File: src/rtl/rppe_sqrt.sv
`default_nettype none
// ----------------------------------------------------------------------------
// rppe_sqrt
// Pipelined floor square root, one root bit per register stage.
// ----------------------------------------------------------------------------
module rppe_sqrt #(
	parameter int DW = 48,
	parameter int PW = 8
) (
	input  wire logic                  clk,
	input  wire logic                  arst_n,
	input  wire logic                  in_vld,
	input  wire logic [DW-1:0]         in_rad,
	input  wire logic [PW-1:0]         in_side,
	output logic                       out_vld,
	output logic [(DW+1)/2-1:0]        out_root,
	output logic [PW-1:0]              out_side
);
	localparam int RB   = (DW + 1) / 2;
	localparam int PADW = 2 * RB;

	logic            vld_s  [RB];
	logic [PADW-1:0] rad_s  [RB];
	logic [RB:0]     rem_s  [RB];
	logic [RB-1:0]   root_s [RB];
	logic [PW-1:0]   side_s [RB];

	for (genvar i = 0; i < RB; i++) begin : g_stage
		logic            p_vld;
		logic [PADW-1:0] p_rad;
		logic [RB:0]     p_rem;
		logic [RB-1:0]   p_root;
		logic [PW-1:0]   p_side;
		logic [RB+1:0]   cur;
		logic [RB+1:0]   trial;
		logic            take;

		if (i == 0) begin : g_first
			assign p_vld  = in_vld;
			assign p_rad  = PADW'(in_rad);
			assign p_rem  = '0;
			assign p_root = '0;
			assign p_side = in_side;
		end else begin : g_next
			assign p_vld  = vld_s[i-1];
			assign p_rad  = rad_s[i-1];
			assign p_rem  = rem_s[i-1];
			assign p_root = root_s[i-1];
			assign p_side = side_s[i-1];
		end

		assign cur   = {p_rem[RB-1:0], p_rad[PADW-1 -: 2]};
		assign trial = {p_root, 2'b01};
		assign take  = (cur >= trial);

		always_ff @(posedge clk or negedge arst_n) begin
			if (!arst_n) begin
				vld_s[i] <= 1'b0;
			end else begin
				vld_s[i] <= p_vld;
			end
		end

		always_ff @(posedge clk) begin
			rad_s[i]  <= p_rad << 2;
			rem_s[i]  <= take ? (RB+1)'(cur - trial) : (RB+1)'(cur);
			root_s[i] <= {p_root[RB-2:0], take};
			side_s[i] <= p_side;
		end
	end

	assign out_vld  = vld_s[RB-1];
	assign out_root = root_s[RB-1];
	assign out_side = side_s[RB-1];

endmodule
`default_nettype wire

File: config.mk
export PLATFORM = sky130hd
export DESIGN_NAME = rppe_sqrt
export DESIGN_NICKNAME = d
export VERILOG_FILES = /design/src/rtl/rppe_sqrt.sv
export SDC_FILE = /design/constraint.sdc
export NUM_CORES = 2
export LEC_CHECK = 0
export BUFFER_PORTS_ARGS = -buffer_cell sky130_fd_sc_hd__buf_2
export CORE_ASPECT_RATIO = 0.8
export CORE_MARGIN = 2
export CORE_UTILIZATION = 35
export DETAILED_ROUTE_END_ITERATION = 6
export GPL_ROUTABILITY_DRIVEN = 0
export PLACE_DENSITY = 0.57
export SYNTH_ARGS = -nofsm -noshare
export SYNTH_HDL_FRONTEND = slang
export SYNTH_SLANG_ARGS = --single-unit
File: constraint.sdc
create_clock -name clk -period 9.43 [get_ports clk]
set_input_delay 0.4715 -clock clk [delete_from_list [all_inputs] [get_ports clk]]
set_output_delay 0.4715 -clock clk [all_outputs]
set_load 0.02 [all_outputs]
==> results.md <==
- Worst relative slew slack: 15.19%
- Cell row count: 128
- Count leader, synth: dfxtp_1
- Slew Limit Fails: 0
- Kind of cell adding the most delay to the critical path: compound AO/OA/AOI/OAI gates
- Initial antenna violation count: 2
- Synth Warn #: 0
- Sum Neg Setup Slack: 0 ns
- Grt ovf: 0
- RR Endpoint: rem_s[2][152]
- RSZ-0062 raised after global routing: false
- Average wire per standard cell: 13.53 µm
- Max Cap Viol: 0
- Worst-path clk slew: 0.06 ns
- CP startpoint kind: register
- Clk_lat worst skew: 0.78 ns
- CTS max path bufs: 3
- Synth Instances: 5066
- Synth area leader: dfxtp_1
- Worst Tran Pin Value: 1.272 ns
- Routed Wire Length: 100700 µm
- Die Ht: 355.4 µm
- Final setup fails: 0
- Clk sink count: 1590
- GRT Util Overall: 12.79%
- CP most frequent cell: o31a_1
- P per Cell Area: 278.8 nW/µm²
- Post-route ant nets: 0
- Peak supply drop: 195.0 µV
- Cts bufs inserted: 154
- CTS tree: built
- Chip width: 443.3 µm
- IO Port Bufs: 91
- EDFF count, synth: 0
- First-pass GRT wire length: 166500 µm
- Final Hold Fails: 0
- Layout area overhead: 16.27%
- Static leakage: 0.02889 µW
- Number of global-route vias before repair: 32926
- Register area share after synthesis: 59.14%
- Initial Util: 35.36%
- Nets@finish: 5681
- DP HPWL: 73490 µm
- Remaining DRCs: 0
- Ranking of synthesized cells by area: dfxtp_1, ha_1, xnor2_1
- DR iter-0 viols: 2168
- Clk root buf: clkbuf_16
- Fin crit share: 44.31%
- CP Data Required Time: 10.09 ns
- R2r worst-path depth: 11
- Core area: 152800 µm²
- Syn Std Cell Area: 54030 µm²
- Postcts setup bufs: 0
- Yosys cell types: 84
- Reg2reg setup slack: 5.25 ns
- Worst-path cell chain: inv_1 -> ha_1 -> nor2b_1 -> o31a_1 -> o31a_1 -> o41ai_2 -> or4_1 -> nand3_1 -> a21oi_1 -> o21a_1 -> mux2_2
- Clock Skew: 0.04084 ns
- Post-Syn Nets: 5450
- Share of cells above drive strength 1: 8.040%
- Synth Area per Inst: 10.67 µm²
- Tmin final: 4.179 ns
- Most frequent cells after synthesis: dfxtp_1, inv_1, nand2_1
- Crit-path max FO: 24
- DRT Pass-1 Iters: 5
- Main synth FF type: dfxtp_1
- PnR Total Power: 17510 µW
- H-tree depth: 4
- Largest net degree at the start of global routing: 40
- Reg2reg start: root_s[10][24]
- Worst path max stage delay: 1.03 ns
- Run status: completed
- Buf+Inv Stages, Crit Path: 1
- I/O Pins: 92
- Setup crit end kind: register
- Setup CP Type: reg2reg
- Top cell type's share of synthesized area: 58.02%
- Total number of vias: 34093
- DIE AREA: 157500 µm²
- HP Class: in2async
- Crit-path slowest cell: o21a_1
- Vias/cell: 4.582
- Async SR Flop Fraction: 1.509%
- Fmax: 239.3 MHz
- Synth Register Bits: 1590
- Worst EP arrival: 4.84 ns
==> worst max path at each step <==
stage	to	slack, ns	cells past startpoint	startpoint
after floorplan	rem_s[2][166]	6.29	13	root_s[10][24]
after global placement	rem_s[2][152]	5.34	11	root_s[10][24]
after detailed placement	rem_s[2][152]	5.28	11	root_s[10][24]
after CTS	rem_s[2][152]	5.26	11	root_s[10][24]
after global routing	rem_s[2][152]	5.00	11	root_s[10][24]
final	rem_s[2][152]	5.25	11	root_s[10][24]
==> state kept, by name (all words and copies together), names as in the netlist <==
register,count
rem_s,522
out_vld,1
rad_s,552
side_s,192
root_s,300
g_stage.p_vld,23
==> timing repair <==
action                                 4_1_cts  5_1_grt
setup endpoints to repair                    0        0
gates resized for setup                      0        0
endpoints found under the hold margin       82        0
hold buffers                                59        0
==> power breakdown <==
group / switching (µW) / internal [µW] / leakage [µW]
combinational: 1500 / 1250 / 0.0129
clock: 2650 / 3690 / 0.00261
sequential: 669 / 7760 / 0.0134
==> placed cells by master (no fill, tap or decap), drive strengths merged, types with 66 or more instances in the layout <==
cell,instances
o21ai,279
nand2b,68
buf,105
a21oi,286
nand2,353
xor2,205
nand3,74
dfxtp,1566
xnor2,205
inv,417
o21a,66
a21o,92
ha,325
nor3,111
clkbuf,217
nor2,292
==> final cells by class <==
cell class | count | area, µm²
multi-input cells | 2979 | 20250
diodes | 2 | 5.005
clock inverters | 65 | 993.5
inverters | 408 | 1531
clock buffers | 217 | 4422
fillers | 14634 | 89970
flip-flops and latches | 1590 | 31950
well taps | 2015 | 2521
repair buffers | 164 | 1151
==> per-layer routing <==
metal / vias to the layer above / share of wire (%) / global-route usage (%)
met1: 15702 / 53 / 18.87
li1: 17625 / - / -
met4: 0 / 2.5 / 4.341
met3: 171 / 4.8 / 2.741
met2: 595 / 40 / 18.34
met5: - / 0 / 0
==> cells by family (layout without fill, tap and decap cells) <==
kind of cell / count (synthesis) / count (layout) / synth area share, %
flops: 1590 / 1590 / 59.14
simple gates: 1234 / 1234 / 11.22
compound gates: 953 / 953 / 10.84
buf+inv: 497 / 854 / 3.471
xor+xnor: 410 / 410 / 6.646
fa+ha+maj: 325 / 325 / 7.526
mux: 56 / 56 / 1.146
other cells: 1 / 3 / 0.006941
==> stage by stage <==
| step | instance area, µm² | hold WS [ns] | instances | util [%] | worst slack [ns] |
|---|---|---|---|---|---|
| after CTS | 62820 | 0.1150 | 7438 | 41.11 | 5.256 |
| final | 62820 | 0.1912 | 7440 | 41.12 | 5.251 |
| after floorplan | 54030 | 0.1759 | 5066 | - | 6.290 |
| after detailed placement | 56810 | 0.3121 | 7097 | 37.18 | 5.277 |
| after global routing | 62820 | 0.1825 | 7439 | 41.12 | 5.004 |
| after global placement | 56810 | 0.3096 | 7097 | 37.18 | 5.340 |
==> worst register-to-register path, delay by kind of cell (launching register included) <==
| family | cells | cell delay, ns |
|---|---|---|
| AOI/OAI and AO/OA | 5 | 2.48 |
| and+or+nand+nor | 3 | 0.46 |
| muxes | 1 | 0.44 |
| adders and majority gates | 1 | 0.33 |
| DFF | 1 | 0.32 |
| buffers and inverters | 1 | 0.04 |
Power figures use the tool's default switching activity.
